**src/rtl/assert_macros.svh**
```systemverilog
// ----------------------------------------------------------------------------
// Assertion macros
// Shared concurrent assertion forms. Each expects clk and rst_n in scope.
// ----------------------------------------------------------------------------
`ifndef ASSERT_MACROS_SVH
`define ASSERT_MACROS_SVH

// The consequent must hold in the same cycle as the antecedent.
`define LSFP_ASSERT_IMP(label, ante, cons, msg) \
  label: assert property (@(posedge clk) disable iff (!rst_n) (ante) |-> (cons)) \
    else $error(msg);

// The consequent must hold in the cycle after the antecedent.
`define LSFP_ASSERT_NEXT(label, ante, cons, msg) \
  label: assert property (@(posedge clk) disable iff (!rst_n) (ante) |=> (cons)) \
    else $error(msg);

// The condition must never be true.
`define LSFP_ASSERT_NEVER(label, cond, msg) \
  label: assert property (@(posedge clk) disable iff (!rst_n) !(cond)) \
    else $error(msg);

`endif

```
**src/rtl/lsfp_pkg.sv**
```systemverilog
// ----------------------------------------------------------------------------
// lsfp_pkg
// Types, codes and constants shared by the line sensor frame parser.
// ----------------------------------------------------------------------------
`default_nettype none

package lsfp_pkg;

  // Default sizes handed to the top level parameters.
  localparam int REFLECTOR_COUNT_DEF = 16;
  localparam int MAX_TOKENS_DEF      = 30;

  // Line jobs that may wait between the front and the back.
  localparam int QUEUE_DEPTH = 2;
  localparam int QCNT_W      = $clog2(QUEUE_DEPTH + 1);

  // Input operation codes.
  localparam logic OP_BYTE = 1'b0;
  localparam logic OP_TICK = 1'b1;

  // Characters the parser cares about.
  localparam logic [7:0] CHAR_NEWLINE = 8'h0A;
  localparam logic [7:0] CHAR_SPACE   = 8'h20;
  localparam logic [7:0] CHAR_MINUS   = 8'h2D;
  localparam logic [7:0] CHAR_ZERO    = 8'h30;
  localparam logic [7:0] CHAR_NINE    = 8'h39;

  // Token magnitude ceiling (the negative limit) and positive ceiling.
  localparam logic [16:0] TOKEN_SAT     = 17'd32768;
  localparam logic [16:0] TOKEN_POS_MAX = 17'd32767;

  // Result kinds.
  localparam logic [1:0] KIND_REFLECTOR = 2'd0;
  localparam logic [1:0] KIND_LEFT      = 2'd1;
  localparam logic [1:0] KIND_RIGHT     = 2'd2;

  // Color classes.
  localparam logic [1:0] CLASS_BLACK = 2'd0;
  localparam logic [1:0] CLASS_WHITE = 2'd1;
  localparam logic [1:0] CLASS_GREEN = 2'd2;
  localparam logic [1:0] CLASS_RED   = 2'd3;

  // Configuration register indexes and port widths.
  localparam int CFG_INDEX_W = 2;
  localparam int CFG_DATA_W  = 15;
  localparam logic [CFG_INDEX_W-1:0] CFG_GREEN_RATIO     = 2'd0;
  localparam logic [CFG_INDEX_W-1:0] CFG_BLACK_LIMIT_CH0 = 2'd1;
  localparam logic [CFG_INDEX_W-1:0] CFG_BLACK_LIMIT_CH1 = 2'd2;
  localparam logic [CFG_INDEX_W-1:0] CFG_COLOR_VALID_MAX = 2'd3;

  // Configuration reset values.
  localparam logic [3:0]  GREEN_RATIO_RST     = 4'd3;
  localparam logic [9:0]  BLACK_LIMIT_CH0_RST = 10'd10;
  localparam logic [9:0]  BLACK_LIMIT_CH1_RST = 10'd20;
  localparam logic [14:0] COLOR_VALID_MAX_RST = 15'd100;

  typedef logic signed [15:0] sample_t;

  typedef struct packed {
    logic [3:0]  green_ratio;
    logic [9:0]  black_limit_ch0;
    logic [9:0]  black_limit_ch1;
    logic [14:0] color_valid_max;
  } cfg_t;

  typedef struct packed {
    logic       operation;
    logic [7:0] rx_byte;
  } in_item_t;

  typedef struct packed {
    logic [1:0]         item_kind;
    logic [3:0]         channel_index;
    logic signed [15:0] reading;
    logic [1:0]         color_class;
    logic               repeated;
    logic [31:0]        class_stamp;
    logic               last_of_run;
  } out_item_t;

  // Classification result of one side.
  typedef struct packed {
    logic [1:0]  color_class;
    logic        repeated;
    logic [31:0] class_stamp;
  } color_res_t;

  typedef struct packed {
    color_res_t left;
    color_res_t right;
  } color_job_t;

  // Queue fill status seen by the front and the back.
  typedef struct packed {
    logic [QCNT_W-1:0] count;
    logic              empty;
  } q_status_t;

endpackage

`default_nettype wire

```
**src/rtl/lsfp_stream_if.sv**
```systemverilog
// ----------------------------------------------------------------------------
// lsfp_stream_if
// Valid/ready channel carrying one word of a given payload type.
// ----------------------------------------------------------------------------
`default_nettype none

interface lsfp_stream_if #(
  parameter type item_t = logic
);
  logic  valid;
  logic  ready;
  item_t payload;

  modport source (output valid, output payload, input ready);
  modport sink   (input valid, input payload, output ready);
endinterface

`default_nettype wire

```
**src/rtl/lsfp_front.sv**
```systemverilog
// ----------------------------------------------------------------------------
// lsfp_front
// Byte parser: line sync, token assembly, store updates and tick counting.
// ----------------------------------------------------------------------------
`default_nettype none

module lsfp_front #(
  parameter int REFLECTOR_COUNT = lsfp_pkg::REFLECTOR_COUNT_DEF,
  parameter int MAX_TOKENS      = lsfp_pkg::MAX_TOKENS_DEF
) (
  input  wire logic                clk,
  input  wire logic                rst_n,
  lsfp_stream_if.sink              in_bus,
  input  wire lsfp_pkg::cfg_t      cfg,
  input  wire lsfp_pkg::q_status_t q_status,
  output lsfp_pkg::sample_t        refl_store [REFLECTOR_COUNT],
  output lsfp_pkg::sample_t        color_ch [6],
  output logic [31:0]              tick_count,
  output logic                     line_done
);

  localparam int TC_W = $clog2(MAX_TOKENS + 1);

  lsfp_pkg::in_item_t in_item;
  logic               accept;
  logic [7:0]         b;
  logic               is_digit;
  logic [7:0]         dsub;
  logic [lsfp_pkg::QCNT_W:0] used;

  logic            synced_r, synced_nxt;
  logic            in_tok_r, in_tok_nxt;
  logic            neg_r, neg_nxt;
  logic            stop_r, stop_nxt;
  logic [16:0]     acc_r, acc_nxt;
  logic [TC_W-1:0] tok_cnt_r, tok_cnt_nxt;
  logic [31:0]     tick_r, tick_nxt;
  logic            line_done_r, line_done_nxt;
  lsfp_pkg::sample_t refl_r [REFLECTOR_COUNT];
  lsfp_pkg::sample_t refl_nxt [REFLECTOR_COUNT];
  lsfp_pkg::sample_t color_r [6];
  lsfp_pkg::sample_t color_nxt [6];

  logic              commit;
  logic              cur_stop;
  logic [16:0]       cur_acc;
  logic [19:0]       acc_sum;
  logic [16:0]       acc_sat;
  logic [16:0]       neg_mag;
  lsfp_pkg::sample_t commit_val;
  logic              color_ok;
  logic [7:0]        tc8;
  logic              idx_ok;

  // Accept only when the queue has room for a line that this word may end.
  assign used = {1'b0, q_status.count} + (lsfp_pkg::QCNT_W + 1)'(line_done_r);
  assign in_bus.ready = used < (lsfp_pkg::QCNT_W + 1)'(lsfp_pkg::QUEUE_DEPTH);
  assign accept  = in_bus.valid && in_bus.ready;
  assign in_item = in_bus.payload;
  assign b       = in_item.rx_byte;
  assign is_digit = (b >= lsfp_pkg::CHAR_ZERO) && (b <= lsfp_pkg::CHAR_NINE);
  assign dsub    = b - lsfp_pkg::CHAR_ZERO;

  // A token that starts with this word begins from a cleared state.
  assign cur_stop = in_tok_r ? stop_r : 1'b0;
  assign cur_acc  = in_tok_r ? acc_r : 17'd0;

  // Decimal step: acc * 10 + digit, clamped to the negative ceiling.
  assign acc_sum = ({3'b000, cur_acc} << 3) + ({3'b000, cur_acc} << 1) + {16'd0, dsub[3:0]};
  assign acc_sat = (acc_sum > {3'b000, lsfp_pkg::TOKEN_SAT}) ? lsfp_pkg::TOKEN_SAT
                                                           : acc_sum[16:0];

  // Signed value of the finished token; the magnitude never exceeds 32768.
  assign neg_mag = 17'd0 - acc_r;
  always_comb begin
    if (neg_r) begin
      commit_val = neg_mag[15:0];
    end else if (acc_r > lsfp_pkg::TOKEN_POS_MAX) begin
      commit_val = lsfp_pkg::TOKEN_POS_MAX[15:0];
    end else begin
      commit_val = acc_r[15:0];
    end
  end

  assign color_ok = $signed({commit_val[15], commit_val})
                    <= $signed({2'b00, cfg.color_valid_max});
  assign tc8    = 8'(tok_cnt_r);
  assign idx_ok = tc8 < 8'(MAX_TOKENS);

  // Next state for one accepted word.
  always_comb begin
    synced_nxt    = synced_r;
    in_tok_nxt    = in_tok_r;
    neg_nxt       = neg_r;
    stop_nxt      = stop_r;
    acc_nxt       = acc_r;
    tok_cnt_nxt   = tok_cnt_r;
    tick_nxt      = tick_r;
    line_done_nxt = 1'b0;
    commit        = 1'b0;
    refl_nxt      = refl_r;
    color_nxt     = color_r;

    if (accept) begin
      if (in_item.operation == lsfp_pkg::OP_TICK) begin
        tick_nxt = tick_r + 32'd1;
      end else if (!synced_r) begin
        if (b == lsfp_pkg::CHAR_NEWLINE) begin
          synced_nxt = 1'b1;
        end
      end else if (b == lsfp_pkg::CHAR_SPACE || b == lsfp_pkg::CHAR_NEWLINE) begin
        commit        = in_tok_r;
        line_done_nxt = (b == lsfp_pkg::CHAR_NEWLINE);
      end else if (!in_tok_r && b == lsfp_pkg::CHAR_MINUS) begin
        in_tok_nxt = 1'b1;
        neg_nxt    = 1'b1;
        stop_nxt   = 1'b0;
        acc_nxt    = 17'd0;
      end else begin
        in_tok_nxt = 1'b1;
        if (!in_tok_r) begin
          neg_nxt  = 1'b0;
          stop_nxt = 1'b0;
          acc_nxt  = 17'd0;
        end
        if (!cur_stop) begin
          if (is_digit) begin
            acc_nxt = acc_sat;
          end else begin
            stop_nxt = 1'b1;
            acc_nxt  = cur_acc;
          end
        end
      end
    end

    // Store the finished token and move to the next slot.
    if (commit) begin
      for (int i = 0; i < REFLECTOR_COUNT; i++) begin
        if (idx_ok && tc8 == 8'(i)) begin
          refl_nxt[i] = commit_val;
        end
      end
      for (int j = 0; j < 6; j++) begin
        if (idx_ok && color_ok && tc8 == 8'(REFLECTOR_COUNT + j)) begin
          color_nxt[j] = commit_val;
        end
      end
      in_tok_nxt = 1'b0;
      neg_nxt    = 1'b0;
      stop_nxt   = 1'b0;
      acc_nxt    = 17'd0;
      if (tok_cnt_r < TC_W'(MAX_TOKENS)) begin
        tok_cnt_nxt = tok_cnt_r + 1'b1;
      end
    end

    // A newline starts the next line at token zero.
    if (line_done_nxt) begin
      tok_cnt_nxt = '0;
    end
  end

  // State registers.
  always_ff @(posedge clk) begin
    if (!rst_n) begin
      synced_r    <= 1'b0;
      in_tok_r    <= 1'b0;
      neg_r       <= 1'b0;
      stop_r      <= 1'b0;
      acc_r       <= 17'd0;
      tok_cnt_r   <= '0;
      tick_r      <= 32'd0;
      line_done_r <= 1'b0;
      for (int i = 0; i < REFLECTOR_COUNT; i++) begin
        refl_r[i] <= '0;
      end
      for (int j = 0; j < 6; j++) begin
        color_r[j] <= '0;
      end
    end else begin
      synced_r    <= synced_nxt;
      in_tok_r    <= in_tok_nxt;
      neg_r       <= neg_nxt;
      stop_r      <= stop_nxt;
      acc_r       <= acc_nxt;
      tok_cnt_r   <= tok_cnt_nxt;
      tick_r      <= tick_nxt;
      line_done_r <= line_done_nxt;
      refl_r      <= refl_nxt;
      color_r     <= color_nxt;
    end
  end

  assign refl_store = refl_r;
  assign color_ch   = color_r;
  assign tick_count = tick_r;
  assign line_done  = line_done_r;

endmodule

`default_nettype wire

```
**src/rtl/lsfp_classify.sv**
```systemverilog
// ----------------------------------------------------------------------------
// lsfp_classify
// Classifies both color sides at the end of a line and keeps class history.
// ----------------------------------------------------------------------------
`default_nettype none

module lsfp_classify (
  input  wire logic               clk,
  input  wire logic               rst_n,
  input  wire logic               line_done,
  input  wire lsfp_pkg::sample_t  color_ch [6],
  input  wire logic [31:0]        tick_count,
  input  wire lsfp_pkg::cfg_t     cfg,
  output logic                    push,
  output lsfp_pkg::color_job_t    push_color
);

  lsfp_pkg::color_res_t res [2];

  // Side 0 is left (channels 3 and 4), side 1 is right (channels 0 and 1).
  for (genvar s = 0; s < 2; s++) begin : g_side
    localparam int BASE = (s == 0) ? 3 : 0;

    lsfp_pkg::sample_t  c0;
    lsfp_pkg::sample_t  c1;
    logic signed [20:0] prod;
    logic               is_green;
    logic               is_black;
    logic               is_red;
    logic [1:0]         cls;
    logic               rep;
    logic               prev_vld_r;
    logic [1:0]         prev_cls_r;
    logic [31:0]        stamps_r [4];

    assign c0   = color_ch[BASE];
    assign c1   = color_ch[BASE + 1];
    assign prod = c0 * $signed({1'b0, cfg.green_ratio});

    assign is_green = prod < $signed({{5{c1[15]}}, c1});
    assign is_black = ($signed({c0[15], c0}) < $signed({7'd0, cfg.black_limit_ch0})) &&
                      ($signed({c1[15], c1}) < $signed({7'd0, cfg.black_limit_ch1}));
    assign is_red   = c0 > c1;

    // Green wins over black, black over red, white is the rest.
    always_comb begin
      priority if (is_green) begin
        cls = lsfp_pkg::CLASS_GREEN;
      end else if (is_black) begin
        cls = lsfp_pkg::CLASS_BLACK;
      end else if (is_red) begin
        cls = lsfp_pkg::CLASS_RED;
      end else begin
        cls = lsfp_pkg::CLASS_WHITE;
      end
    end

    assign rep = prev_vld_r && (prev_cls_r == cls);

    // A repeated class takes the current tick count as its stamp.
    always_ff @(posedge clk) begin
      if (!rst_n) begin
        prev_vld_r <= 1'b0;
        prev_cls_r <= lsfp_pkg::CLASS_BLACK;
        for (int k = 0; k < 4; k++) begin
          stamps_r[k] <= 32'd0;
        end
      end else if (line_done) begin
        if (rep) begin
          stamps_r[cls] <= tick_count;
        end else begin
          prev_vld_r <= 1'b1;
          prev_cls_r <= cls;
        end
      end
    end

    assign res[s].color_class = cls;
    assign res[s].repeated    = rep;
    assign res[s].class_stamp = rep ? tick_count : stamps_r[cls];
  end

  assign push             = line_done;
  assign push_color.left  = res[0];
  assign push_color.right = res[1];

endmodule

`default_nettype wire

```
**src/rtl/lsfp_queue.sv**
```systemverilog
// ----------------------------------------------------------------------------
// lsfp_queue
// Short queue of finished lines: reflector snapshot plus both color results.
// ----------------------------------------------------------------------------
`default_nettype none

`include "assert_macros.svh"

module lsfp_queue #(
  parameter int REFLECTOR_COUNT = lsfp_pkg::REFLECTOR_COUNT_DEF
) (
  input  wire logic                 clk,
  input  wire logic                 rst_n,
  input  wire logic                 push,
  input  wire lsfp_pkg::sample_t    push_refl [REFLECTOR_COUNT],
  input  wire lsfp_pkg::color_job_t push_color,
  input  wire logic                 pop,
  input  wire logic [((REFLECTOR_COUNT > 1) ? $clog2(REFLECTOR_COUNT) : 1)-1:0] refl_sel,
  output lsfp_pkg::sample_t         head_refl,
  output lsfp_pkg::color_job_t      head_color,
  output lsfp_pkg::q_status_t       q_status
);

  localparam int DEPTH = lsfp_pkg::QUEUE_DEPTH;
  localparam int PTR_W = (DEPTH > 1) ? $clog2(DEPTH) : 1;

  lsfp_pkg::sample_t    refl_q [DEPTH][REFLECTOR_COUNT];
  lsfp_pkg::color_job_t color_q [DEPTH];

  logic [PTR_W-1:0]            wr_ptr_r;
  logic [PTR_W-1:0]            rd_ptr_r;
  logic [lsfp_pkg::QCNT_W-1:0] count_r;
  logic                        full;

  function automatic logic [PTR_W-1:0] ptr_inc(input logic [PTR_W-1:0] p);
    ptr_inc = (p == PTR_W'(DEPTH - 1)) ? '0 : p + 1'b1;
  endfunction

  assign full = count_r == lsfp_pkg::QCNT_W'(DEPTH);

  // Pointers and fill count.
  always_ff @(posedge clk) begin
    if (!rst_n) begin
      wr_ptr_r <= '0;
      rd_ptr_r <= '0;
      count_r  <= '0;
    end else begin
      if (push) begin
        wr_ptr_r <= ptr_inc(wr_ptr_r);
      end
      if (pop) begin
        rd_ptr_r <= ptr_inc(rd_ptr_r);
      end
      unique case ({push, pop})
        2'b10:   count_r <= count_r + 1'b1;
        2'b01:   count_r <= count_r - 1'b1;
        default: count_r <= count_r;
      endcase
    end
  end

  // Entry storage.
  always_ff @(posedge clk) begin
    if (push) begin
      for (int i = 0; i < REFLECTOR_COUNT; i++) begin
        refl_q[wr_ptr_r][i] <= push_refl[i];
      end
      color_q[wr_ptr_r] <= push_color;
    end
  end

  assign head_refl      = refl_q[rd_ptr_r][refl_sel];
  assign head_color     = color_q[rd_ptr_r];
  assign q_status.count = count_r;
  assign q_status.empty = count_r == '0;

  `LSFP_ASSERT_NEVER(a_no_overflow, push && full && !pop, "line pushed into a full queue")
  `LSFP_ASSERT_NEVER(a_no_underflow, pop && (count_r == '0), "line popped from an empty queue")
  `LSFP_ASSERT_NEXT(a_count_up, push && !pop, count_r == $past(count_r) + 1'b1, "fill count did not rise on push")

endmodule

`default_nettype wire

```
**src/rtl/lsfp_back.sv**
```systemverilog
// ----------------------------------------------------------------------------
// lsfp_back
// Emits the result run of the head line: reflectors, left color, right color.
// ----------------------------------------------------------------------------
`default_nettype none

`include "assert_macros.svh"

module lsfp_back #(
  parameter int REFLECTOR_COUNT = lsfp_pkg::REFLECTOR_COUNT_DEF
) (
  input  wire logic                 clk,
  input  wire logic                 rst_n,
  lsfp_stream_if.source             out_bus,
  input  wire lsfp_pkg::q_status_t  q_status,
  input  wire lsfp_pkg::sample_t    head_refl,
  input  wire lsfp_pkg::color_job_t head_color,
  output logic                      pop,
  output logic [((REFLECTOR_COUNT > 1) ? $clog2(REFLECTOR_COUNT) : 1)-1:0] refl_sel
);

  localparam int RI_W = (REFLECTOR_COUNT > 1) ? $clog2(REFLECTOR_COUNT) : 1;
  localparam int EI_W = $clog2(REFLECTOR_COUNT + 2);

  logic [EI_W-1:0]    emit_idx_r, emit_idx_nxt;
  logic               out_valid_r, out_valid_nxt;
  lsfp_pkg::out_item_t out_item_r, out_item_nxt;
  logic               load;
  logic [7:0]         ei8;

  // Load when a line is queued and the output register is empty or being taken.
  assign load     = !q_status.empty && (!out_valid_r || out_bus.ready);
  assign ei8      = 8'(emit_idx_r);
  assign refl_sel = ei8[RI_W-1:0];

  always_comb begin
    out_item_nxt = out_item_r;
    emit_idx_nxt = emit_idx_r;
    pop          = 1'b0;
    if (load) begin
      out_item_nxt = '0;
      if (emit_idx_r < EI_W'(REFLECTOR_COUNT)) begin
        out_item_nxt.item_kind     = lsfp_pkg::KIND_REFLECTOR;
        out_item_nxt.channel_index = ei8[3:0];
        out_item_nxt.reading       = head_refl;
        emit_idx_nxt               = emit_idx_r + 1'b1;
      end else if (emit_idx_r == EI_W'(REFLECTOR_COUNT)) begin
        out_item_nxt.item_kind   = lsfp_pkg::KIND_LEFT;
        out_item_nxt.color_class = head_color.left.color_class;
        out_item_nxt.repeated    = head_color.left.repeated;
        out_item_nxt.class_stamp = head_color.left.class_stamp;
        emit_idx_nxt             = emit_idx_r + 1'b1;
      end else begin
        // Right color closes the run and frees the queue entry.
        out_item_nxt.item_kind   = lsfp_pkg::KIND_RIGHT;
        out_item_nxt.color_class = head_color.right.color_class;
        out_item_nxt.repeated    = head_color.right.repeated;
        out_item_nxt.class_stamp = head_color.right.class_stamp;
        out_item_nxt.last_of_run = 1'b1;
        emit_idx_nxt             = '0;
        pop                      = 1'b1;
      end
    end
  end

  assign out_valid_nxt = load ? 1'b1 : (out_bus.ready ? 1'b0 : out_valid_r);

  // Control registers.
  always_ff @(posedge clk) begin
    if (!rst_n) begin
      emit_idx_r  <= '0;
      out_valid_r <= 1'b0;
    end else begin
      emit_idx_r  <= emit_idx_nxt;
      out_valid_r <= out_valid_nxt;
    end
  end

  // Output word register.
  always_ff @(posedge clk) begin
    out_item_r <= out_item_nxt;
  end

  assign out_bus.valid   = out_valid_r;
  assign out_bus.payload = out_item_r;

  `LSFP_ASSERT_IMP(a_last_is_right, out_valid_r && out_item_r.last_of_run, out_item_r.item_kind == lsfp_pkg::KIND_RIGHT, "run ended on a word that is not the right color")
  `LSFP_ASSERT_NEVER(a_idx_range, emit_idx_r > EI_W'(REFLECTOR_COUNT + 1), "emit index past the right color")
  `LSFP_ASSERT_NEXT(a_pop_rewinds, pop, emit_idx_r == '0 && out_valid_r, "pop did not rewind the emit index")

endmodule

`default_nettype wire

```
**src/rtl/line_sensor_frame_parser.sv**
```systemverilog
// ----------------------------------------------------------------------------
// line_sensor_frame_parser
// Parses serial sensor lines into reflector values and classified colors.
//
//   Channel  Dir  Handshake        Word
//   in_bus   in   valid / ready    operation, rx_byte
//   out_bus  out  valid / ready    kind, index, reading, class, repeat, stamp, last
//   cfg_*    in   write enable     register index, data
//
// One input word is taken per cycle while in_bus.ready is high; bytes and ticks
// never wait on parsing. A newline yields REFLECTOR_COUNT + 2 result words, one
// per cycle from the output register while out_bus.ready is high. Input stalls
// only while the two-entry line queue, counting a line still in classification,
// is full. Reset is synchronous and needs no clearing pass.
// ----------------------------------------------------------------------------
`default_nettype none

module line_sensor_frame_parser #(
  parameter int REFLECTOR_COUNT = lsfp_pkg::REFLECTOR_COUNT_DEF,
  parameter int MAX_TOKENS      = lsfp_pkg::MAX_TOKENS_DEF
) (
  input  wire logic                              clk,
  input  wire logic                              rst_n,
  lsfp_stream_if.sink                            in_bus,
  lsfp_stream_if.source                          out_bus,
  input  wire logic                              cfg_we,
  input  wire logic [lsfp_pkg::CFG_INDEX_W-1:0]  cfg_index,
  input  wire logic [lsfp_pkg::CFG_DATA_W-1:0]   cfg_wdata
);

  localparam int RI_W = (REFLECTOR_COUNT > 1) ? $clog2(REFLECTOR_COUNT) : 1;

  lsfp_pkg::cfg_t       cfg_r;
  lsfp_pkg::sample_t    refl_store [REFLECTOR_COUNT];
  lsfp_pkg::sample_t    color_ch [6];
  logic [31:0]          tick_count;
  logic                 line_done;
  logic                 push;
  lsfp_pkg::color_job_t push_color;
  logic                 pop;
  logic [RI_W-1:0]      refl_sel;
  lsfp_pkg::sample_t    head_refl;
  lsfp_pkg::color_job_t head_color;
  lsfp_pkg::q_status_t  q_status;

  // Configuration registers.
  always_ff @(posedge clk) begin
    if (!rst_n) begin
      cfg_r.green_ratio     <= lsfp_pkg::GREEN_RATIO_RST;
      cfg_r.black_limit_ch0 <= lsfp_pkg::BLACK_LIMIT_CH0_RST;
      cfg_r.black_limit_ch1 <= lsfp_pkg::BLACK_LIMIT_CH1_RST;
      cfg_r.color_valid_max <= lsfp_pkg::COLOR_VALID_MAX_RST;
    end else if (cfg_we) begin
      unique case (cfg_index)
        lsfp_pkg::CFG_GREEN_RATIO:     cfg_r.green_ratio     <= cfg_wdata[3:0];
        lsfp_pkg::CFG_BLACK_LIMIT_CH0: cfg_r.black_limit_ch0 <= cfg_wdata[9:0];
        lsfp_pkg::CFG_BLACK_LIMIT_CH1: cfg_r.black_limit_ch1 <= cfg_wdata[9:0];
        lsfp_pkg::CFG_COLOR_VALID_MAX: cfg_r.color_valid_max <= cfg_wdata[14:0];
      endcase
    end
  end

  lsfp_front #(
    .REFLECTOR_COUNT (REFLECTOR_COUNT),
    .MAX_TOKENS      (MAX_TOKENS)
  ) u_front (
    .clk        (clk),
    .rst_n      (rst_n),
    .in_bus     (in_bus),
    .cfg        (cfg_r),
    .q_status   (q_status),
    .refl_store (refl_store),
    .color_ch   (color_ch),
    .tick_count (tick_count),
    .line_done  (line_done)
  );

  lsfp_classify u_classify (
    .clk        (clk),
    .rst_n      (rst_n),
    .line_done  (line_done),
    .color_ch   (color_ch),
    .tick_count (tick_count),
    .cfg        (cfg_r),
    .push       (push),
    .push_color (push_color)
  );

  lsfp_queue #(
    .REFLECTOR_COUNT (REFLECTOR_COUNT)
  ) u_queue (
    .clk        (clk),
    .rst_n      (rst_n),
    .push       (push),
    .push_refl  (refl_store),
    .push_color (push_color),
    .pop        (pop),
    .refl_sel   (refl_sel),
    .head_refl  (head_refl),
    .head_color (head_color),
    .q_status   (q_status)
  );

  lsfp_back #(
    .REFLECTOR_COUNT (REFLECTOR_COUNT)
  ) u_back (
    .clk        (clk),
    .rst_n      (rst_n),
    .out_bus    (out_bus),
    .q_status   (q_status),
    .head_refl  (head_refl),
    .head_color (head_color),
    .pop        (pop),
    .refl_sel   (refl_sel)
  );

endmodule

`default_nettype wire
```
**src/flat_wrapper.sv**
```systemverilog
// flat-port wrapper written by rule: the top's interface ports become plain ports
module line_sensor_frame_parser_flat 
#(
  parameter int REFLECTOR_COUNT = lsfp_pkg::REFLECTOR_COUNT_DEF,
  parameter int MAX_TOKENS      = lsfp_pkg::MAX_TOKENS_DEF
)
  (clk, rst_n, cfg_we, cfg_index, cfg_wdata, in_bus_valid, in_bus_payload, in_bus_ready, out_bus_valid, out_bus_payload, out_bus_ready);
  lsfp_stream_if in_bus_i ();
  lsfp_stream_if out_bus_i ();
  input  wire logic clk;
  input  wire logic rst_n;
  input  wire logic cfg_we;
  input  wire logic [lsfp_pkg::CFG_INDEX_W-1:0] cfg_index;
  input  wire logic [lsfp_pkg::CFG_DATA_W-1:0] cfg_wdata;
  input wire logic [$bits(in_bus_i.valid)-1:0] in_bus_valid;
  input wire logic [$bits(in_bus_i.payload)-1:0] in_bus_payload;
  output wire logic [$bits(in_bus_i.ready)-1:0] in_bus_ready;
  output wire logic [$bits(out_bus_i.valid)-1:0] out_bus_valid;
  output wire logic [$bits(out_bus_i.payload)-1:0] out_bus_payload;
  input wire logic [$bits(out_bus_i.ready)-1:0] out_bus_ready;
  assign in_bus_i.valid = in_bus_valid;
  assign in_bus_i.payload = in_bus_payload;
  assign in_bus_ready = in_bus_i.ready;
  assign out_bus_valid = out_bus_i.valid;
  assign out_bus_payload = out_bus_i.payload;
  assign out_bus_i.ready = out_bus_ready;
  line_sensor_frame_parser #(.REFLECTOR_COUNT(REFLECTOR_COUNT), .MAX_TOKENS(MAX_TOKENS)) u_core (.clk(clk), .rst_n(rst_n), .in_bus(in_bus_i), .out_bus(out_bus_i), .cfg_we(cfg_we), .cfg_index(cfg_index), .cfg_wdata(cfg_wdata));
endmodule
```
**config.mk**
```make
export PLATFORM = sky130hd
export DESIGN_NAME = line_sensor_frame_parser_flat
export DESIGN_NICKNAME = d
export VERILOG_FILES = /design/src/rtl/lsfp_pkg.sv /design/src/rtl/lsfp_stream_if.sv /design/src/rtl/lsfp_front.sv /design/src/rtl/lsfp_classify.sv /design/src/rtl/lsfp_queue.sv /design/src/rtl/lsfp_back.sv /design/src/rtl/line_sensor_frame_parser.sv /design/src/flat_wrapper.sv
export VERILOG_INCLUDE_DIRS = /design/src /design/src/rtl
export SDC_FILE = /design/constraint.sdc
export NUM_CORES = 1
export LEC_CHECK = 0
export BUFFER_PORTS_ARGS = -buffer_cell sky130_fd_sc_hd__buf_2
export CORE_AREA = 10 10 47 49
export CTS_CLUSTER_SIZE = 10
export DETAILED_ROUTE_END_ITERATION = 8
export DIE_AREA = 0 0 57 59
export PLACE_DENSITY = 0.68
export SETUP_SLACK_MARGIN = 0.15
export SLEW_MARGIN = 25
export SYNTH_ARGS = -nofsm -noshare
export SYNTH_HDL_FRONTEND = slang
export SYNTH_SLANG_ARGS = --single-unit
```
**constraint.sdc**
```tcl
create_clock -name clk -period 4.28 [get_ports clk]
set_input_delay 0.642 -clock clk [delete_from_list [all_inputs] [get_ports clk]]
set_output_delay 0.642 -clock clk [all_outputs]
set_load 0.05 [all_outputs]
```
==> results.txt <==
----------------------------------------------------
[Run status]
  Status ... completed

[Finish]
  Sequential Area ... 190 um2
  Count of filler cells inserted in the layout ... 150
  Fraction of final layout cells with drive strength greater than 1 ... 22.0%
  Final net count ... 86
  Core occupancy in the finished layout ... 39.6%
  Area of the multi-input gates ... 265 um2
  Antenna diodes ... 0
  Syn-to-layout area delta ... 10.8%

[Clock network]
  Hold buffer count at cts ... 0
  Clock buffer depth ... 2
  Cell at the root of the clock tree ... clkbuf_4
  Resize count post-CTS ... 0
  Clock transition at path regs ... 0.07 ns
  CTS tree ... built
  H-tree level count ... 1
  Number of clock buffers inserted by TritonCTS ... 3
  Clock latency on the worst-skew pair ... 0.27 ns
  Number of setup buffers added after CTS ... 0
  TritonCTS sink count ... 9

[Floorplan]
  Number of top-level pins ... 26
  Effective utilization at floorplan ... 35.7%
  Area of the core ... 1400 um2
  Vert. Die Dim ... 59 um
  DIE AREA ... 3360 um2
  Row count ... 14
  Chip Width ... 57 um

[Hold path]
  Worst min-delay path endpoint ... u_core.u_queue.count_r[1]
  Hold Startpoint ... u_core.u_queue.count_r[1]
  Min-Delay Path Depth ... 2
  Hold WC Path Type ... register to register

[STA]
  Worst rel slew slack ... 75.4%
  Portion of the clock cycle consumed by the worst path in the final layout ... 36.1%
  Number of setup violations in the final report ... 0
  Minimum period implied by the final worst setup slack ... 1.55 ns
  Worst hold margin ... 0.463 ns
  Slew Viols, Final ... 0
  Maximum clock rate ... 646 MHz
  Actual transition at the worst max-transition pin ... 0.368 ns
  Sum of negative setup slack ... 0 ns
  RSZ-0062 raised after global routing ... no
  Skew final ... 0.00383 ns
  Number of endpoints with negative hold slack in the final report ... 0

[Yosys]
  Portion of netlist area occupied by mux cells ... 4.00%
  Avg Cell Area, Syn ... 9.44 um2
  Netlist cell types ... 27
  Combined area of all synthesized cells ... 500 um2
  Number of instances in the synthesized netlist ... 53
  Main combinational cell family by area after synthesis ... simple AND/OR/NAND/NOR gates
  Area fraction in compound gates after synthesis ... 15.0%
  Ys Warns ... 0
  Number of nets in the synthesized netlist ... 79
  Total of flip-flops plus latches after synthesis ... 9
  Sequential share of the synthesized area ... 38.0%
  Post-Synth XOR/XNOR Area ... 0%
  Adder and majority cell fraction of the synthesized area ... 7.50%
  Synthesized-area fraction occupied by and/or/nand/nor cells ... 26.5%

[Critical path]
  WP data required ... 3.64 ns
  Start of the worst register-to-register path ... u_core.u_back.emit_idx_r[0]
  Kind of capture point of the worst setup path ... output port
  Startpoint types ... register
  Reg-to-reg critical path endpoint ... u_core.u_queue.count_r[1]
  Crit path arrival time ... 0.91 ns
  Classification of the worst setup path ... register to output port
  Reg2Reg Depth ... 5
  Setup slack of the worst register-to-register path ... 2.79 ns
  Crit-path max FO ... 2

[Detailed routing]
  Detail Route Antenna Nets ... 0
  DRC violations left ... 0
  Number of detailed-routing iterations run before antenna repair ... 4
  Via total after detailed routing ... 392
  Average vias per placed instance ... 5.23
  Routed wire length ... 921 um
  WL/cell ... 12.3 um
  Number of DRC markers after the initial detailed-route iteration ... 7

[Power]
  Leakage power figure ... 0.000208 uW
  Clock share of power ... 43.7%
  Net Switching ... 36.2 uW
  Peak supply drop ... 147 uV
  Switching share of power ... 23.1%
  Power density over cell area ... 283 nW/um2
  Part of the power in registers ... 54.1%
  Cell Int Power ... 121 uW
  Part of the total power dissipated in combinational logic ... 2.2%

[Global routing]
  Remaining Overflow, GRT ... 0
  Number of global-route vias before repair ... 352
  Antenna violations before repair ... 0
  Pin count of the biggest net entering global routing ... 14
  Global Route Usage Sum ... 5.76%
  Wire length of the first global-routing pass ... 1.48 mm

[Flow run]
  Max Cap Viol ... 0

[Placement]
  Final weighted congestion in routability-driven placement ... 0.731
  DP Wirelength ... 659 um
  Number of buffers added on ports ... 5

----------------------------------------------------
-- layer usage --
metal | track usage [%] | share of wire (%) | vias up
li1 | - | - | 197
met1 | 5.86 | 48 | 182
met2 | 8.53 | 42 | 8
met3 | 2.36 | 4.9 | 5
met4 | 6.04 | 4.6 | 0
met5 | 0 | 0 | -
-- synth_stat cells (all sizes together) --
library cell / number / share of area (%)
inv: 7 / 5.3
o311ai: 1 / 1.8
o21a: 1 / 1.5
ha: 3 / 7.5
buf: 1 / 2.2
nor2: 2 / 1.5
nand3: 2 / 2.0
nand2b: 2 / 2.5
a31oi: 1 / 1.3
o2bb2ai: 1 / 1.8
nor3: 2 / 2.0
nor4b: 2 / 4.7
a21boi: 1 / 1.5
nor3b: 1 / 2.5
or4b: 1 / 2.0
a32o: 1 / 2.0
edfxtp: 1 / 6.0
o31ai: 2 / 3.0
nand2: 5 / 3.8
mux2i: 2 / 4.0
nor2b: 1 / 2.7
clkbuf: 2 / 1.5
o221a: 1 / 2.2
nand3b: 1 / 1.5
dfxtp: 8 / 32
or2: 1 / 1.3
-- stage by stage --
stage | cell area [um2] | instances | power [uW] | setup WS [ns]
after floorplan | 500 | 53 | 88.8 | 2.63
after global placement | 527 | 71 | 90.3 | 2.77
after detailed placement | 527 | 71 | 90.4 | 2.76
after CTS | 554 | 75 | 159 | 2.72
after global routing | 554 | 75 | 164 | 2.69
final | 554 | 75 | 157 | 2.73
-- worst max-delay path by stage --
stage                                               end                 startpoint  slack [ns]
after floorplan             u_core.u_back.emit_idx_r[3]  u_core.u_queue.count_r[1]        2.63
after global placement    u_core.u_back.out_bus.payload              out_bus_ready        2.77
after detailed placement    u_core.u_back.emit_idx_r[0]              out_bus_ready        2.76
after CTS                                  in_bus_ready  u_core.u_queue.count_r[1]        2.72
after global routing                       in_bus_ready  u_core.u_queue.count_r[1]        2.69
final                                      in_bus_ready  u_core.u_queue.count_r[1]        2.73
-- logic make-up (layout without fill, tap and decap cells) --
group | Yosys count | count (layout)
mux | 2 | 2
fa+ha+maj | 3 | 3
buf+inv | 10 | 16
flops | 9 | 9
compound gates | 9 | 9
simple gates | 20 | 20
-- final cells by class --
class | instances | area share (%)
clock buffers | 3 | 4.06
clock inverters | 1 | 0.903
inverters | 7 | 4.74
multi-input cells | 34 | 47.9
flip-flops and latches | 9 | 34.3
well taps | 16 | 3.61
repair buffers | 5 | 4.51
-- registers in the layout (all words and copies together) (netlist names) --
| register | cells |
|---|---|
| u_core.u_back.out_bus.payload | 1 |
| u_core.u_queue.count_r | 2 |
| u_core.u_back.emit_idx_r | 5 |
| u_core.u_back.out_bus.valid | 1 |
-- worst max-delay path: stages (launching register included) --
cell and delay, ns:
dfxtp_1 0.31, inv_1 0.06, buf_2 0.26
-- power by group through the flow --
stage	logic, uW	clock network [uW]	registers [uW]
6_report	3.44	68.6	85.0
3_5_place_dp	3.45	0	86.9
4_1_cts	3.44	70.7	85.0
3_3_place_gp	3.37	0	86.9
5_1_grt	3.79	74.9	84.9
2_1_floorplan	1.83	0	86.9
-- placed cells by master (no fill, tap or decap), drive strengths merged --
cell,count
inv,7
nor3,2
o21a,1
nand3b,1
a31oi,1
a32o,1
nor3b,1
ha,3
o221a,1
a21boi,1
clkbuf,3
nor2b,1
clkinv,1
nand3,2
mux2i,2
nand2,5
buf,5
o311ai,1
nor2,2
or4b,1
o31ai,2
dfxtp,8
edfxtp,1
or2,1
o2bb2ai,1
nor4b,2
nand2b,2
(Power assumes the default switching activity.)
